File: config.mk
export PLATFORM = sky130hd
export DESIGN_NAME = selective_repeat_sender_window
export DESIGN_NICKNAME = d
export VERILOG_FILES = /design/src/hw/rtl/srsw_pkg.sv /design/src/hw/rtl/srsw_ctrl.sv /design/src/hw/rtl/srsw_datapath.sv /design/src/hw/rtl/selective_repeat_sender_window.sv
export VERILOG_INCLUDE_DIRS = /design/src /design/src/hw/rtl
export SDC_FILE = /design/constraint.sdc
export NUM_CORES = 1
export LEC_CHECK = 0
export BUFFER_PORTS_ARGS = -buffer_cell sky130_fd_sc_hd__buf_4
export CORE_UTILIZATION = 31
export DETAILED_ROUTE_END_ITERATION = 10
export GPL_ROUTABILITY_DRIVEN = 1
export PLACE_DENSITY = 0.48
export SLEW_MARGIN = 20
export SYNTH_ARGS = -nofsm -noshare
export SYNTH_HDL_FRONTEND = slang
export SYNTH_SLANG_ARGS = --single-unit
File: constraint.sdc
create_clock -name clk_i -period 4.66 [get_ports clk_i]
set_clock_uncertainty 0.2 [all_clocks]
set_input_delay 1.398 -clock clk_i [delete_from_list [all_inputs] [get_ports clk_i]]
set_output_delay 1.398 -clock clk_i [all_outputs]
set_load 0.02 [all_outputs]
File: src/hw/rtl/selective_repeat_sender_window_macros.svh
// Assertion macros for the selective-repeat sender window.
// Used by modules that have clk_i and rst_ni in scope.
`ifndef SELECTIVE_REPEAT_SENDER_WINDOW_MACROS_SVH
`define SELECTIVE_REPEAT_SENDER_WINDOW_MACROS_SVH

// Plain check, sampled on clk_i, off during reset.
`define SRSW_ASSERT(lbl, prop, msg) \
  lbl: assert property (@(posedge clk_i) disable iff (!rst_ni) (prop)) else $error(msg);

// Implication check, sampled on clk_i, off during reset.
`define SRSW_ASSERT_IMP(lbl, ante, cons, msg) \
  lbl: assert property (@(posedge clk_i) disable iff (!rst_ni) (ante) |-> (cons)) \
    else $error(msg);

`endif

File: src/hw/rtl/srsw_pkg.sv
// Shared types and constants for the selective-repeat sender window.
// No dependencies.
`timescale 1ns / 1ps
`default_nettype none

package srsw_pkg;

  localparam int unsigned ResultLimit = 16;

  localparam logic [7:0] TotalReset  = 8'd8;
  localparam logic [4:0] WindowReset = 5'd4;

  typedef enum logic [0:0] {
    REG_TOTAL  = 1'b0,
    REG_WINDOW = 1'b1
  } cfg_reg_e;

  typedef enum logic [0:0] {
    KIND_START = 1'b0,
    KIND_ACK   = 1'b1
  } item_kind_e;

  typedef enum logic [1:0] {
    ST_CLEAR,
    ST_IDLE,
    ST_EXEC,
    ST_SKIP
  } ctrl_state_e;

  typedef enum logic [2:0] {
    CMD_NONE,
    CMD_CLEAR,
    CMD_LOAD,
    CMD_BURST,
    CMD_ACK,
    CMD_SKIP
  } dp_cmd_e;

  typedef struct packed {
    logic clear_done;
    logic kind;
    logic burst_end;
    logic ack_ooo;
    logic skip_more;
  } dp_status_t;

endpackage

`default_nettype wire

File: src/hw/rtl/srsw_ctrl.sv
// Controller state machine for the selective-repeat sender window.
// Depends on srsw_pkg.
`timescale 1ns / 1ps
`default_nettype none

module srsw_ctrl (
  input  wire logic               clk_i,
  input  wire logic               rst_ni,
  input  wire logic               start,
  input  wire srsw_pkg::dp_status_t status_i,
  output srsw_pkg::dp_cmd_e       cmd_o,
  output logic                    busy_o
);
  import srsw_pkg::*;

  ctrl_state_e state_q, state_d;

  always_ff @(posedge clk_i or negedge rst_ni) begin
    if (!rst_ni) begin
      state_q <= ST_CLEAR;
    end else begin
      state_q <= state_d;
    end
  end

  always_comb begin
    state_d = state_q;
    unique case (state_q)
      ST_CLEAR: begin
        if (status_i.clear_done) state_d = ST_IDLE;
      end
      ST_IDLE: begin
        if (start) state_d = ST_EXEC;
      end
      ST_EXEC: begin
        if (status_i.kind == KIND_START) begin
          if (status_i.burst_end) state_d = ST_IDLE;
        end else if (status_i.ack_ooo) begin
          state_d = ST_SKIP;
        end else begin
          state_d = ST_IDLE;
        end
      end
      ST_SKIP: begin
        if (!status_i.skip_more) state_d = ST_IDLE;
      end
      default: state_d = ST_IDLE;
    endcase
  end

  always_comb begin
    cmd_o  = CMD_NONE;
    busy_o = 1'b1;
    unique case (state_q)
      ST_CLEAR: begin
        cmd_o = CMD_CLEAR;
      end
      ST_IDLE: begin
        busy_o = 1'b0;
        if (start) cmd_o = CMD_LOAD;
      end
      ST_EXEC: begin
        cmd_o = (status_i.kind == KIND_START) ? CMD_BURST : CMD_ACK;
      end
      ST_SKIP: begin
        cmd_o = CMD_SKIP;
      end
      default: begin
        cmd_o  = CMD_NONE;
        busy_o = 1'b1;
      end
    endcase
  end

endmodule

`default_nettype wire

File: src/hw/rtl/srsw_datapath.sv
// Datapath for the selective-repeat sender window: config, counters, mark bitmap, result.
// Depends on srsw_pkg and selective_repeat_sender_window_macros.svh.
`timescale 1ns / 1ps
`default_nettype none
`include "selective_repeat_sender_window_macros.svh"

module srsw_datapath #(
  parameter int unsigned MAX_FRAMES = 255,
  parameter int unsigned MAX_WINDOW = 16
) (
  input  wire logic                clk_i,
  input  wire logic                rst_ni,
  input  wire logic                cfg_we_i,
  input  wire logic [0:0]          cfg_index_i,
  input  wire logic [7:0]          cfg_data_i,
  input  wire logic                kind_i,
  input  wire logic [7:0]          ack_number_i,
  input  wire srsw_pkg::dp_cmd_e   cmd_i,
  output srsw_pkg::dp_status_t     status_o,
  output logic                     result_valid_o,
  output logic                     sends_frame_o,
  output logic [7:0]               frame_number_o,
  output logic                     is_retransmit_o,
  output logic [8:0]               expected_ack_o,
  output logic                     all_acked_o,
  output logic                     last_o
);
  import srsw_pkg::*;

  localparam int unsigned IdxW      = $clog2(MAX_FRAMES + 1);
  localparam int unsigned MarkDepth = 1 << IdxW;
  localparam int unsigned WinCap    = (MAX_WINDOW < ResultLimit) ? MAX_WINDOW : ResultLimit;
  localparam logic [7:0]  MaxTotal  = 8'(MAX_FRAMES);
  localparam logic [4:0]  MaxWin    = 5'(WinCap);
  localparam logic [IdxW-1:0] ClrLast = IdxW'(MarkDepth - 1);

  logic [7:0] total_q;
  logic [4:0] window_q;
  logic       kind_q;
  logic [7:0] ack_q;
  logic [8:0] next_q, next_d;
  logic [8:0] exp_q, exp_d;
  logic [7:0] resend_q, resend_d;
  logic [IdxW-1:0] clr_q, clr_d;

  // mark memory, one entry written and one read per cycle
  logic            mark_mem [MarkDepth];
  logic            mark_rd_q;
  logic            mark_we;
  logic [IdxW-1:0] mark_wa;
  logic            mark_wd;
  logic [IdxW-1:0] rd_addr;

  logic       valid_q, valid_d;
  logic       sends_q, sends_d;
  logic [7:0] frame_q, frame_d;
  logic       retx_q, retx_d;
  logic [8:0] expack_q, expack_d;
  logic       all_q, all_d;
  logic       last_q, last_d;

  logic [7:0] total_eff;
  logic [8:0] total9;
  logic [8:0] win9;
  logic       burst_has;
  logic       over;
  logic       ack_in_order;
  logic       ack_in_range;
  logic       skip_more;
  logic [8:0] exp_inc;
  logic [IdxW-1:0] exp_idx;
  logic [IdxW-1:0] ack_idx;

  assign total_eff    = (total_q > MaxTotal) ? MaxTotal : total_q;
  assign total9       = {1'b0, total_eff};
  assign win9         = {4'b0, (window_q > MaxWin) ? MaxWin : window_q};
  assign burst_has    = next_q <= win9;
  assign over         = exp_q > total9;
  assign ack_in_order = {1'b0, ack_q} <= exp_q;
  assign ack_in_range = (ack_q != 8'd0) && (ack_q <= total_eff);
  assign exp_inc      = exp_q + 9'd1;
  assign exp_idx      = exp_q[IdxW-1:0];
  assign ack_idx      = ack_q[IdxW-1:0];
  // mark_rd_q always holds the mark of the current expected frame
  assign skip_more    = !over && mark_rd_q;
  assign rd_addr      = exp_d[IdxW-1:0];

  assign status_o.clear_done = (clr_q == ClrLast);
  assign status_o.kind       = kind_q;
  assign status_o.burst_end  = !burst_has || (next_q == win9);
  assign status_o.ack_ooo    = !over && !ack_in_order;
  assign status_o.skip_more  = skip_more;

  // config registers
  always_ff @(posedge clk_i or negedge rst_ni) begin
    if (!rst_ni) begin
      total_q  <= TotalReset;
      window_q <= WindowReset;
    end else if (cfg_we_i) begin
      unique case (cfg_reg_e'(cfg_index_i))
        REG_TOTAL:  total_q  <= cfg_data_i;
        REG_WINDOW: window_q <= cfg_data_i[4:0];
        default:    total_q  <= total_q;
      endcase
    end
  end

  always_comb begin
    next_d   = next_q;
    exp_d    = exp_q;
    resend_d = resend_q;
    clr_d    = clr_q;
    mark_we  = 1'b0;
    mark_wa  = '0;
    mark_wd  = 1'b1;
    valid_d  = 1'b0;
    sends_d  = 1'b0;
    frame_d  = 8'd0;
    retx_d   = 1'b0;
    expack_d = exp_q;
    all_d    = over;
    last_d   = 1'b1;
    unique case (cmd_i)
      CMD_CLEAR: begin
        mark_we = 1'b1;
        mark_wa = clr_q;
        mark_wd = 1'b0;
        clr_d   = clr_q + 1'b1;
      end
      CMD_BURST: begin
        valid_d = 1'b1;
        if (burst_has) begin
          sends_d = 1'b1;
          frame_d = next_q[7:0];
          last_d  = (next_q == win9);
          next_d  = next_q + 9'd1;
        end
      end
      CMD_ACK: begin
        if (over) begin
          valid_d = 1'b1;
        end else if (ack_in_order) begin
          valid_d  = 1'b1;
          mark_we  = 1'b1;
          mark_wa  = exp_idx;
          exp_d    = exp_inc;
          expack_d = exp_inc;
          all_d    = exp_inc > total9;
          if (next_q <= total9) begin
            sends_d = 1'b1;
            frame_d = next_q[7:0];
            next_d  = next_q + 9'd1;
          end
        end else begin
          if (ack_in_range) begin
            mark_we = 1'b1;
            mark_wa = ack_idx;
          end
          resend_d = exp_q[7:0];
          exp_d    = exp_inc;
        end
      end
      CMD_SKIP: begin
        if (skip_more) begin
          exp_d = exp_inc;
        end else begin
          valid_d = 1'b1;
          sends_d = 1'b1;
          frame_d = resend_q;
          retx_d  = 1'b1;
        end
      end
      CMD_NONE, CMD_LOAD: begin
        valid_d = 1'b0;
      end
      default: valid_d = 1'b0;
    endcase
  end

  always_ff @(posedge clk_i or negedge rst_ni) begin
    if (!rst_ni) begin
      next_q  <= 9'd1;
      exp_q   <= 9'd1;
      clr_q   <= '0;
      valid_q <= 1'b0;
    end else begin
      next_q  <= next_d;
      exp_q   <= exp_d;
      clr_q   <= clr_d;
      valid_q <= valid_d;
    end
  end

  // write-first read of the mark at the next expected frame
  always_ff @(posedge clk_i) begin
    if (mark_we) mark_mem[mark_wa] <= mark_wd;
    mark_rd_q <= (mark_we && (mark_wa == rd_addr)) ? mark_wd : mark_mem[rd_addr];
  end

  // transfer payload, no reset needed
  always_ff @(posedge clk_i) begin
    if (cmd_i == CMD_LOAD) begin
      kind_q <= kind_i;
      ack_q  <= ack_number_i;
    end
    resend_q <= resend_d;
    sends_q  <= sends_d;
    frame_q  <= frame_d;
    retx_q   <= retx_d;
    expack_q <= expack_d;
    all_q    <= all_d;
    last_q   <= last_d;
  end

  assign result_valid_o  = valid_q;
  assign sends_frame_o   = sends_q;
  assign frame_number_o  = frame_q;
  assign is_retransmit_o = retx_q;
  assign expected_ack_o  = expack_q;
  assign all_acked_o     = all_q;
  assign last_o          = last_q;

  `SRSW_ASSERT(a_exp_monotonic, 1'b1 |=> (exp_q >= $past(exp_q)), "expected frame went backwards")
  `SRSW_ASSERT_IMP(a_retx_sends, valid_q && retx_q, sends_q && last_q, "retransmit without a frame")
  `SRSW_ASSERT_IMP(a_skip_only_marked, cmd_i == CMD_SKIP && skip_more, !over, "skip past total")

endmodule

`default_nettype wire

File: src/hw/rtl/selective_repeat_sender_window.sv
// Top level of the selective-repeat ARQ sender window.
// Depends on srsw_pkg, srsw_ctrl and srsw_datapath.
//
// Usage:
//   Command channel: an item (kind_i, ack_number_i) is taken at a clock edge with
//   start high and busy low. kind 0 starts the burst, kind 1 reports an ack.
//   Result channel: result_valid_o strobes each result for one cycle; the
//   receiver cannot stall, so every strobe is a completed transfer. last_o marks
//   the final result of an item.
//   Config port: cfg_we_i writes cfg_data_i into register cfg_index_i
//   (0 total frames, 1 window size) in the same edge; write only while idle.
// Timing:
//   A start item gives one result per cycle, registered out of the execute
//   state entered on acceptance, up to 16 in a row; busy is low again with
//   the last result. An in-order ack, or any ack after completion, gives one
//   result, registered out of the execute state. An out-of-order ack walks the
//   mark memory one frame per cycle past already acknowledged frames, then retransmits.
// Reset loads register defaults (8 frames, window 4) and the counters; then a
// clearing pass zeroes all 2**clog2(MAX_FRAMES+1) mark memory entries (256 by
// default), one entry a cycle, with busy held high.
`timescale 1ns / 1ps
`default_nettype none

module selective_repeat_sender_window #(
  parameter int unsigned MAX_FRAMES = 255,
  parameter int unsigned MAX_WINDOW = 16
) (
  input  wire logic       clk_i,
  input  wire logic       rst_ni,
  input  wire logic       cfg_we_i,
  input  wire logic [0:0] cfg_index_i,
  input  wire logic [7:0] cfg_data_i,
  input  wire logic       start,
  output logic            busy,
  input  wire logic       kind_i,
  input  wire logic [7:0] ack_number_i,
  output logic            result_valid_o,
  output logic            sends_frame_o,
  output logic [7:0]      frame_number_o,
  output logic            is_retransmit_o,
  output logic [8:0]      expected_ack_o,
  output logic            all_acked_o,
  output logic            last_o
);
  import srsw_pkg::*;

  dp_cmd_e    cmd;
  dp_status_t status;

  srsw_ctrl u_ctrl (
    .clk_i    (clk_i),
    .rst_ni   (rst_ni),
    .start    (start),
    .status_i (status),
    .cmd_o    (cmd),
    .busy_o   (busy)
  );

  srsw_datapath #(
    .MAX_FRAMES (MAX_FRAMES),
    .MAX_WINDOW (MAX_WINDOW)
  ) u_datapath (
    .clk_i           (clk_i),
    .rst_ni          (rst_ni),
    .cfg_we_i        (cfg_we_i),
    .cfg_index_i     (cfg_index_i),
    .cfg_data_i      (cfg_data_i),
    .kind_i          (kind_i),
    .ack_number_i    (ack_number_i),
    .cmd_i           (cmd),
    .status_o        (status),
    .result_valid_o  (result_valid_o),
    .sends_frame_o   (sends_frame_o),
    .frame_number_o  (frame_number_o),
    .is_retransmit_o (is_retransmit_o),
    .expected_ack_o  (expected_ack_o),
    .all_acked_o     (all_acked_o),
    .last_o          (last_o)
  );

endmodule

`default_nettype wire

* Word-level counts from Yosys, hierarchy flattened
Memories as Yosys holds them, arrays and structs flattened. A register that Yosys moved wholly into a read port is not among the register bits.
Index checks and enable logic that the tools add are counted.
** Cells by class
- Add/subtract/negate cells :: 3
- Magnitude comparators :: 8
- Equal/unequal tests :: 19
- Mux-type cells :: 53
- Bitwise operators :: 3
- Reduce and logical (&&, ||, !) cells :: 18
** Operator list (number)
- 9-bit two-way mux :: 9
- 8-bit two-way mux :: 9
- 9-bit case mux with 2 select lines :: 2
- 8-bit case mux with 3 select lines :: 1
- 9-bit by 1-bit adder with 9-bit output (second input constant) :: 2
- 9-bit by 8-bit greater-than comparator with 1-bit output :: 2
- 1-bit two-way mux :: 17
- 8-bit case mux with 2 select lines :: 1
- 2-bit two-way mux :: 7
- 3-bit case mux with 4 select lines :: 1
- 9-bit by 5-bit equality test with 1-bit output :: 1
- 8-bit by 9-bit <= comparator with 1-bit output :: 1
- 9-bit by 5-bit <= comparator with 1-bit output :: 1
- 9-bit by 8-bit <= comparator with 1-bit output :: 1
- 8-bit by 1-bit adder with 8-bit output (second input constant) :: 1
- 8-bit equality test (second input constant) :: 1
- 8-bit greater-than comparator (second input constant) :: 1
- 8-bit <= comparator :: 1
- 2-bit by 1-bit != test with 1-bit output (second input constant) :: 4
- 2-bit != test (second input constant) :: 4
- 2-bit case mux with 4 select lines :: 1
- 8-bit nonzero test :: 1
- 3-bit by 2-bit equality test with 1-bit output (second input constant) :: 2
- 3-bit equality test (second input constant) :: 2
- other kinds (19) :: 31
** Word-level totals
- Bits in registers :: 80
- Memory bits (writable) :: 256
- Bits of input ports :: 22
- Logic and storage cells :: 122
- Memories kept :: 1
** Memory list
- u_datapath.mark_mem :: words 256, bits a word 1, read ports 1, clocked after memory_dff 1, write ports 1, RTL line srsw_datapath.sv:47 : logic mark_mem [MarkDepth];

* Longest topological paths before layout
Gate-level depths: netlist (run 1).
- Word-level depth :: 10
- Mapped depth :: 13
- Depth with buffers taken out :: 11

* By module
From an unflattened synthesis (run 1), not the netlist that was laid out.
** Unflattened totals
- Cell total of the unflattened synthesis :: 1226
- Area total of the unflattened synthesis :: 16084.2 um^2
** By module, submodules not included
- srsw_datapath :: instances 1, cells an instance 1201, area an instance 15849.0 um^2, seq. area each 9784.4 um^2
- srsw_ctrl :: instances 1, cells an instance 25, area an instance 235.2 um^2, seq. area each 50.0 um^2

* Worst setup path before layout (run 1)
Ideal clock, no wire load.
- Path kind :: register to register
- Start point :: register u_ctrl.state_q[0]
- End point :: memory u_datapath.mark_mem[112], enable pin
- Arrival time :: 4419 ps
- Required time :: 4206 ps
- Slack :: -213 ps
- Cell stages (with the launch flop) :: 9
- Cells stage by stage :: dfrtp_1 > inv_1 > ha_1 > clkbuf_1 > inv_1 > nand2_1 > nand3_1 > clkbuf_1 > nor2_1
** Between the ends
- Cells in the longest elaborated chain, start to end :: 6
- Elaborated cells on any way between the ends :: 11
- Those cells by class :: eq/ne: 5; mux: 5; reduce/logical: 1
** Ends and longest elaborated chain
- from (decl) :: RTL line srsw_ctrl.sv:16 : ctrl_state_e state_q, state_d;
- from (signal assigned) :: RTL line srsw_ctrl.sv:22 : state_q <= state_d;
- 2-bit equality test (tied with other cells) :: RTL line srsw_ctrl.sv:54 : unique case (state_q)
- 3-bit case mux with 4 select lines (*) :: RTL line srsw_ctrl.sv:54
- 3-bit equality test or 3-bit by 1-bit equality test with 1-bit output (tied branches) :: RTL line srsw_datapath.sv:123 : unique case (cmd_i)
- 1-bit case mux with 2 select lines :: RTL line srsw_datapath.sv:123
- 1-bit two-way mux :: RTL line srsw_datapath.sv:196 : if (mark_we) mark_mem[mark_wa] <= mark_wd;
- 1-bit two-way mux (not written as such) :: RTL line srsw_datapath.sv:196
- to (decl) :: RTL line srsw_datapath.sv:47
Every way passes the cells marked *; elsewhere a longest branch is shown, timed or not.

* Worst setup path in the final report (run 1)
- Start point :: register u_datapath.exp_q[4]
- End point :: memory u_datapath.mark_mem[221], enable pin
** Between the ends
- Cells in the longest elaborated chain, start to end :: 6
- Elaborated cells on any way between the ends :: 10
- Those cells by class :: order compare: 2; mux: 8
** Ends and longest elaborated chain
- from (decl) :: RTL line srsw_datapath.sv:42 : logic [8:0] exp_q, exp_d;
- from (signal assigned) :: RTL line srsw_datapath.sv:188 : exp_q <= exp_d;
- 8-bit by 9-bit <= comparator with 1-bit output :: RTL line srsw_datapath.sv:79 : assign ack_in_order = {1'b0, ack_q} <= exp_q;
- 1-bit two-way mux :: RTL line srsw_datapath.sv:142 : end else if (ack_in_order) begin
- 1-bit two-way mux :: RTL line srsw_datapath.sv:140 : if (over) begin
- 1-bit case mux with 2 select lines :: RTL line srsw_datapath.sv:123
- 1-bit two-way mux :: RTL line srsw_datapath.sv:196
- 1-bit two-way mux (not written as such) :: RTL line srsw_datapath.sv:196
Parallel ways exist; a longest one is shown, timed or not.

==> results of run 1 <==
==> metal layers <==
metal | part of all wire [%] | global-route usage [%] | vias up | wire length, um
li1 | - | - | 4769 | -
met1 | 46 | 23.2 | 5327 | 20400
met2 | 47 | 27.5 | 255 | 21000
met3 | 4.3 | 2.46 | 70 | 1930
met4 | 2.6 | 5.65 | 0 | 1170
met5 | 0 | 0 | - | 0
==> power by group through the flow <==
stage / sequential [mW] / clock [mW] / combinational, mW
floorplan: 4.15 / 0 / 2.09
global placement: 4.25 / 0 / 3.15
detailed placement: 4.24 / 0 / 3.18
CTS: 4.19 / 3.04 / 3.19
global route: 4.22 / 3.14 / 3.42
finish: 4.18 / 2.97 / 3.17
==> final cells by class <==
class	instances	area, sq um	area share, %
Timing Repair Buffer	129	1020	5.40
Clock inverter	18	144	0.763
Multi-Input combinational cell	781	5790	30.7
Tap cell	680	851	4.51
Clock buffer	53	1090	5.78
Inverter	30	116	0.617
Sequential cell	344	9840	52.2
==> cells in the mapped netlist, drive strengths merged (21+ instances only) <==
| master | n |
|---|---|
| a22oi | 26 |
| nand2 | 65 |
| clkbuf | 39 |
| mux2 | 21 |
| edfxtp | 273 |
| nor2 | 273 |
| buf | 33 |
| o21ai | 31 |
| dfrtp | 38 |
| nand3 | 34 |
| mux4 | 56 |
| xnor2 | 28 |
| inv | 30 |
| ha | 53 |
| dfxtp | 29 |
==> state kept, by name, summed over array words and instances (netlist names), 9 cells and up, named ones only <==
name / flops
u_datapath.mark_mem: 256
u_datapath.exp_q: 9
u_datapath.expected_ack_o: 9
u_datapath.next_q: 9
==> worst max-delay path: stages, from the launching register on <==
cell and delay [ns]:
dfrtp_1 0.63, ha_1 0.32, and4_1 0.23, and3_1 0.20, a211o_1 0.31, o211a_1 0.33, and2_1 0.41, a221oi_2 0.47
nand2_1 0.31, buf_4 0.26, nor2_1 0.15
==> per-stage QoR <==
step	utilization [%]	cell area, sq um	hold slack, ns	worst slack [ns]	std cells
2_1_floorplan	-	16100	0.242	0.483	1227
3_3_place_gp	34.3	17600	0.278	0.412	1964
3_5_place_dp	34.3	17600	0.278	0.339	1964
4_1_cts	36.7	18800	0.290	0.541	2035
5_1_grt	36.7	18800	0.310	0.236	2035
6_report	36.7	18800	0.291	0.536	2035
==> worst paths after layout <==
kind | from | endpoint
setup / recovery | u_datapath.exp_q[4] | u_datapath.mark_mem[221]
hold / removal | u_datapath.resend_q[3] | u_datapath.frame_number_o[3]
setup reg to reg | u_datapath.exp_q[4] | u_datapath.mark_mem[221]
hold reg to reg | u_datapath.resend_q[3] | u_datapath.frame_number_o[3]
max in group asynchronous | rst_ni | u_datapath.total_q[5]
min in group asynchronous | rst_ni | u_datapath.clr_q[2]
==> cells by family (layout without fill, tap and decap cells) <==
group	Yosys count	in the layout	share of synthesized area, %
flip-flops	344	344	61.1
AO/OA/AOI/OAI	158	158	7.73
XOR/XNOR	32	32	1.74
adder cells (fa/ha/maj)	53	53	4.12
buffers and inverters	102	230	2.97
multiplexers	86	86	9.87
AND/OR/NAND/NOR	452	452	12.5
==> results.cfg, run 1 <==
[status]
outcome = finished clean

[flow_run]
maxCapViolCount = 0

[layout]
drive_above_1_share_pct = 22.1
most-common-layout-cells = nor2_1 (273), edfxtp_1 (273), buf_4 (125), nand2_1 (61), mux4_2 (56)
n_fill_cell = 5040
syn_to_final_growth_pct = 17.1
nets = 1401
antennaDiodeCount = 0

[detailed_routing]
vias = 10421
wl_per_cell_um = 21.9
drt.antenna.violating_nets = 0
drc = 0
drt-pass1-iter-count = 7
finalWirelength_mm = 44.5
via_per_inst = 5.12
drtIter0Drc = 936

[cts]
cts_hold_buf = 0
clk_pin_slew_worst_paths_ns = 0.06
root_buffer = clkbuf_16
cts_tree = yes
post_cts_buffers = 0
cts_resized = 0
cts_buffers = 40
clock_path_buffers = 3
cts.sink_count = 344
worstSkewPairLatency_ns = 0.57
htreeDepth = 2

[synthesis]
ys_ff_latch = 344
synth_edf_count = 273
synthCells = 1227
synth_ff_type = edfxtp_1
syn_area_per_cell_sq_um = 13.1
synth_top_cell_area_share_pct = 50.9
synth.net_count = 1302
ys_types = 67
yosys_warnings = 0
synth_area_sq_um = 16100
async_flop_share_pct = 12.2
synth_top_area_cell = edfxtp_1
ys_top_cells_by_area = edfxtp_1 (51%), mux4_2 (7.8%), nor2_1 (6.4%)
seq_area_frac_synth_pct = 61.1

[critical_path]
crit_path_max_fanout = 12
cp.arrival_ns = 4.19
endpoint_kind = register
start_kind = register
path_class = reg -> reg
required_ns = 4.73
r2r_setup_slack_ns = 0.54
reg2regPathDepth = 10

[floorplan]
rows = 83
core-area_sq_um = 51300
io_pins = 45
dieHeight_um = 230
die_x_um = 230
die-area_sq_um = 52800
start_util_pct = 31.4

[worst_hold_path]
hold_depth = 1
min_path_type = reg -> reg

[power]
p_sw_mw = 3.48
p_leak_nw = 6.29
p_sw_share_pct = 33.8
ir_worst_vdd_v = 0.000439
p_clk_share_pct = 28.8
combPwrFrac_pct = 30.7
cellPowerDensity_nw_per_um2 = 548
power_mw = 10.3
p_seq_share_pct = 40.5
internal-power_mw = 6.84

[timing]
setup_viol = 0
timing.fmax_ghz = 0.242
relSlewSlack_pct = 22.4
drv_slew = 0
fin_crit_ns = 4.12
fin_crit_sh_pct = 88.5
tightest_slew_ns = 1.16
hold_viol = 0
rsz0062_at_grt = no
finalSetupTns_ns = 0

[global_route]
antenna_found_initial = 0
grtUsageTotal_pct = 16.9
grt_pass1_wl_mm = 66.6
grt_pass1_vias = 10537
gr-total-overflow = 0
grt_max_degree = 257

[placement]
portBuffers = 44
place_congestion = 0.825
hpwl_mm = 28.8
No activity file was read; power rests on OpenSTA's default activity.
==> inputs of run 2 (changes only) <==
Settings changed: SYNTH_HIERARCHICAL from default to 1.
==> run 2 against run 1 <==
  * Synthesized cell count barely moved
  * Die area barely moved
  * Non-clock buffer count fell by 15
  * Clock power rose by 3%
  * First-iteration DRC count fell by 7.5%
  * Combinational power rose by 15%
  * Largest cell class unchanged
==> results.cfg, run 2 <==
[status]
outcome = finished clean

[critical_path]
required_ns = 4.72
reg2regPathDepth = 10
path_class = reg -> reg
start_kind = register
cp.arrival_ns = 4.30
endpoint_kind = register
r2r_setup_slack_ns = 0.42
timing.rr.end = u_datapath/mark_mem[18]
crit_path_max_fanout = 16
r2r_start = u_datapath/exp_q[5]

[synthesis]
synth_common_cells = nor2_1 (274), edfxtp_1 (273), nand2_1 (64)
synth_top_cell_area_share_pct = 51.0
synth_edf_count = 273
synth_area_sq_um = 16100
synth_ff_type = edfxtp_1
synth-simple-area-share_pct = 12.5
ys_top_cells_by_area = edfxtp_1 (51%), mux4_2 (8.1%), nor2_1 (6.4%)
yosys_warnings = 6
synth.net_count = 1301
synth_xor_area_share_pct = 1.85
synth_compound_area_share_pct = 7.31
synth_top_area_cell = edfxtp_1
syn_area_per_cell_sq_um = 13.1
yosysMostFrequentCell = nor2_1
ys_types = 70
synthAdderAreaFrac_pct = 4.12
seq_area_frac_synth_pct = 61.1
ys_ff_latch = 344
synthCells = 1226
async_flop_share_pct = 12.2
synth_top_family_by_area = simple AND/OR/NAND/NOR gates
synth_mux_area_share_pct = 10.1

[detailed_routing]
drc = 0
vias = 10298
wl_per_cell_um = 21.8
via_per_inst = 5.10
drt-pass1-iter-count = 5
finalWirelength_mm = 43.9
drt.antenna.violating_nets = 0
drtIter0Drc = 866

[global_route]
grt_max_degree = 258
grt_pass1_wl_mm = 66.9
gr-total-overflow = 0
grtUsageTotal_pct = 16.8
grt_pass1_vias = 10754
grtUsageMet1_pct = 22.9
grtUsageMet2_pct = 27.9
antenna_found_initial = 1
use_met3_pct = 2.79
grt-busiest-layer = met2

[timing]
hold_ws_ns = 0.262
drv_slew = 0
timing.fmax_ghz = 0.236
setup_viol = 0
relSlewSlack_pct = 28.2
tightest_slew_ns = 1.08
fin_crit_sh_pct = 91.0
hold_viol = 0
fin_crit_ns = 4.24
rsz0062_at_grt = no

[power]
p_sw_share_pct = 35.0
p_seq_share_pct = 40.0
internal-power_mw = 7.28
p_sw_mw = 3.92
cellPowerDensity_nw_per_um2 = 596
combPwrFrac_pct = 32.7
p_leak_nw = 6.25
p_clk_share_pct = 27.4
ir_worst_vdd_v = 0.000660

[placement]
hpwl_mm = 27.8
place_congestion = 0.845
portBuffers = 44
placedCellCount = 1944

[floorplan]
io_pins = 45
die_x_um = 230
die-area_sq_um = 52800
start_util_pct = 31.4
dieHeight_um = 230
core-area_sq_um = 51300
rows = 83

[cts]
cts_tree = yes
clk_pin_slew_worst_paths_ns = 0.06
clock_path_buffers = 3
cts.sink_count = 344
htreeDepth = 2
root_buffer = clkbuf_16
worstSkewPairLatency_ns = 0.57
cts_buffers = 40
cts_hold_buf = 0

[layout]
most-common-layout-cells = edfxtp_1 (273), nor2_1 (272), buf_4 (110), nand2_1 (64), mux4_2 (58)
final_cells = 2019
regMostFlops = u_datapath/mark_mem
nets = 1384
layout_commonest_cell = edfxtp_1
drive_above_1_share_pct = 19.9
largest_reg_flops = 256
n_fill_cell = 5052
final_core_util_pct = 36.6
syn_to_final_growth_pct = 16.8
antennaDiodeCount = 0

[worst_hold_path]
min_delay_worst_endpoint = u_datapath/frame_number_o[7]
hold_depth = 1
min_path_type = reg -> reg
min_from = u_datapath/resend_q[7]

[flow_run]
maxCapViolCount = 0
## run 2: changes by cell type after synthesis, sizes merged, moves of 5 or more
| cell | change |
|---|---|
| mux2i | +14 |
| o21ai | -14 |
| mux2 | -13 |
| and3 | +10 |
| a31oi | +9 |
| a22oi | -7 |
| a31o | +7 |
| a32o | -7 |
| a21oi | -6 |
| a32oi | -5 |
## run 2: cell type report
type,instances,area (sq um),area share (%)
sequential,344,9840,52.4
multi-input combinational,781,5800,30.9
clock buffer,52,1100,5.85
timing repair buffer,114,906,4.82
tap,680,851,4.53
clock inverter,20,183,0.972
inverter,28,109,0.579
## run 2: logic make-up after synthesis
| logic type | after synthesis |
|---|---|
| flops | 344 |
| compound gates | 149 |
| buf+inv | 101 |
| xor+xnor | 34 |
| mux | 89 |
| fa+ha+maj | 53 |
| simple gates | 456 |
## run 2: power by group through the flow
stage          Clock (mW)  Sequential [mW]  Combinational (mW)
3_5_place_dp            0             4.54                3.69
6_report             3.07             4.48                3.66
4_1_cts              3.15             4.48                3.69
5_1_grt              3.25             4.52                3.97
2_1_floorplan           0             4.45                2.44
3_3_place_gp            0             4.54                3.65
## run 2: per-layer routing
| metal | vias to the layer above | share of wire [%] |
|---|---|---|
| met2 | 210 | 49 |
| met3 | 44 | 4.3 |
| met1 | 5311 | 46 |
| met5 | - | 0 |
| met4 | 0 | 1.5 |
| li1 | 4733 | - |
## run 2: worst max-delay path by stage
stage | startpoint | to | slack, ns | depth (start not counted)
after floorplan | start | u_datapath/mark_mem[0] | -0.004 | 6
after global placement | start | u_datapath/mark_mem[20] | 0.09 | 10
after detailed placement | start | u_datapath/mark_mem[17] | -0.006 | 10
after CTS | u_datapath/total_q[3] | u_datapath/mark_mem[23] | 0.26 | 10
after global routing | u_datapath/exp_q[5] | u_datapath/mark_mem[23] | 0.12 | 10
final | u_datapath/exp_q[5] | u_datapath/mark_mem[18] | 0.42 | 10
## run 2: stage by stage
step / power [mW] / TNS, ns / instance area [sq um] / setup WS, ns
3_3_place_gp: 8.18 / 0 / 17500 / 0.0937
5_1_grt: 11.7 / 0 / 18800 / 0.118
6_report: 11.2 / 0 / 18800 / 0.420
4_1_cts: 11.3 / 0 / 18800 / 0.257
2_1_floorplan: 6.89 / -0.944 / 16100 / -0.00369
3_5_place_dp: 8.23 / -0.0146 / 17500 / -0.00637
## run 2: repair_timing
action                     4_1_cts  5_1_grt
setup endpoints to repair        0       14
resized for setup                0        0
buffers inserted                 0        3
## run 2: worst max-delay path, stage by stage, from the launching register on
cell and delay [ns]:
dfrtp_1 0.53, inv_1 0.21, ha_1 0.35, o21a_1 0.17, o21a_1 0.17, o22ai_1 0.33
o21a_1 0.46, nand3_1 0.16, a221oi_1 0.58, nand2_1 0.53, nor2_1 0.24
==> inputs of run 3 (changes only) <==
==> constraint.sdc (replaced) <==
create_clock -name clk_i -period 4.66 [get_ports clk_i]
set_clock_uncertainty 0.2 [all_clocks]
set_input_delay 0.699 -clock clk_i [delete_from_list [all_inputs] [get_ports clk_i]]
set_output_delay 0.699 -clock clk_i [all_outputs]
set_load 0.02 [all_outputs]
==> run 3 against run 2 <==
  * Via count up 1.7%
  * Combinational power decreased by 1%
  * Sequential power about the same
  * Total power down 0.24%
  * Critical path depth unchanged
  * First-iteration DRC count rose by 9.4%
  * Hold slack worse by 0.14 ns
  * Sequential share of layout area about the same
  * Utilization hardly changed
==> results.cfg, run 3 (synthesis results as in run 2) <==
[cts]
cts.sink_count = 344
worstSkewPairLatency_ns = 0.58
cts_tree = yes
clk_pin_slew_worst_paths_ns = 0.06
cts_buffers = 41
htreeDepth = 2
post_cts_buffers = 0
root_buffer = clkbuf_16
clock_path_buffers = 3

[timing]
drv_slew = 0
finalSetupTns_ns = 0
fin_crit_sh_pct = 93.3
hold_viol = 0
tightest_slew_ns = 1.19
setup_viol = 0
rsz0062_at_grt = no
fin_crit_ns = 4.35
timing.fmax_ghz = 0.230
relSlewSlack_pct = 20.8

[detailed_routing]
drc = 0
drt.antenna.violating_nets = 0
vias = 10472
finalWirelength_mm = 44.7
drt-pass1-iter-count = 5
wl_per_cell_um = 22.2
via_per_inst = 5.19
drtIter0Drc = 947

[layout]
n_fill_cell = 5064
regMostFlops = u_datapath/mark_mem
most-common-layout-cells = nor2_1 (274), edfxtp_1 (273), buf_4 (102), nand2_1 (64), mux4_2 (58)
layout_commonest_cell = nor2_1
drive_above_1_share_pct = 19.6
syn_to_final_growth_pct = 16.8
largest_reg_flops = 256
nets = 1383
final_cells = 2018
antennaDiodeCount = 0

[placement]
placedCellCount = 1944
hpwl_mm = 27.6
portBuffers = 44
place_congestion = 0.864

[power]
cellPowerDensity_nw_per_um2 = 595
ir_worst_vdd_v = 0.000722
p_leak_nw = 6.25

[critical_path]
crit_path_max_fanout = 16
slowest_delay_ns = 0.70
slowest_stage = dfstp_2
start_kind = register
path_cells = inv_1 > ha_1 > nand2_1 > o21bai_1 > a31oi_1 > nor4_4 > a31oi_1 > a221oi_2 > nand2_1 > nor2_1
required_ns = 4.71
path_class = reg -> reg
cp.arrival_ns = 4.40
r2r_setup_slack_ns = 0.31
endpoint_kind = register

[global_route]
gr-total-overflow = 0
antenna_found_initial = 0
grt_max_degree = 258
grtUsageTotal_pct = 17.1
grt_pass1_vias = 10478
grt_pass1_wl_mm = 67.7

[flow_run]
maxCapViolCount = 0

[status]
outcome = finished clean

[floorplan]
io_pins = 45
core-area_sq_um = 51300
die-area_sq_um = 52800
die_x_um = 230
rows = 83
dieHeight_um = 230
start_util_pct = 31.4

[worst_hold_path]
min_path_type = in -> reg
## run 3: through the flow
stage               total power, mW  hold slack (ns)  worst slack [ns]  instance area [sq um]  util (%)
global route                   11.7           0.0998            0.0673                  18800      36.6
finish                         11.2            0.123             0.313                  18800      36.6
global placement               8.17            0.257             0.371                  17500      34.1
detailed placement             8.20            0.263             0.321                  17500      34.1
floorplan                      6.84            0.203             0.223                  16100         -
CTS                            11.3           0.0953             0.273                  18800      36.6
## run 3: worst max-delay path: cells and delay by family, from the launching register on
| family | cells | cell delay, ns |
|---|---|---|
| adder cells (fa/ha/maj) | 1 | 0.33 |
| flip-flops | 1 | 0.70 |
| buffers and inverters | 1 | 0.19 |
| AO/OA/AOI/OAI | 4 | 1.11 |
| AND/OR/NAND/NOR | 4 | 1.48 |
## run 3: power by group
| part | leakage (nW) | switching, mW | total [mW] | internal [mW] |
|---|---|---|---|---|
| sequential | 3.19 | 0.342 | 4.50 | 4.16 |
| clock | 0.609 | 1.30 | 3.05 | 1.76 |
| combinational | 2.45 | 2.30 | 3.62 | 1.32 |
## run 3: cell type report
cell class	instances	area, sq um	area share [%]
Timing Repair Buffer	112	956	5.09
Multi-Input combinational cell	781	5770	30.7
Clock buffer	58	1130	6.02
Inverter	28	109	0.579
Clock inverter	15	129	0.686
Tap cell	680	851	4.53
Sequential cell	344	9840	52.4
## run 3: final timing paths
check	depth (start not counted)	endpoint	start
max	10	u_datapath/mark_mem[140]	u_datapath/exp_q[0]
min	1	u_datapath/ack_idx[6]	ack_number_i[6]
max reg2reg	10	u_datapath/mark_mem[140]	u_datapath/exp_q[0]
min reg2reg	1	u_datapath/frame_number_o[6]	u_datapath/resend_q[6]
max in group asynchronous	2	u_datapath/exp_q[2]	rst_ni
min in group asynchronous	2	u_datapath/clr_q[0]	rst_ni
## run 3: layer usage
layer,GRT usage [%],vias to the layer above,routed length [um]
met5,0,-,0
met3,2.37,61,2300
met2,26.6,283,20600
li1,-,4740,-
met1,24.6,5388,20900
met4,5.46,0,968
## run 3: timing repair
item	CTS	global route
endpoints found under the hold margin	38	0
hold buffers	1	0
endpoints found under the setup margin	0	1
gates resized for setup	0	1
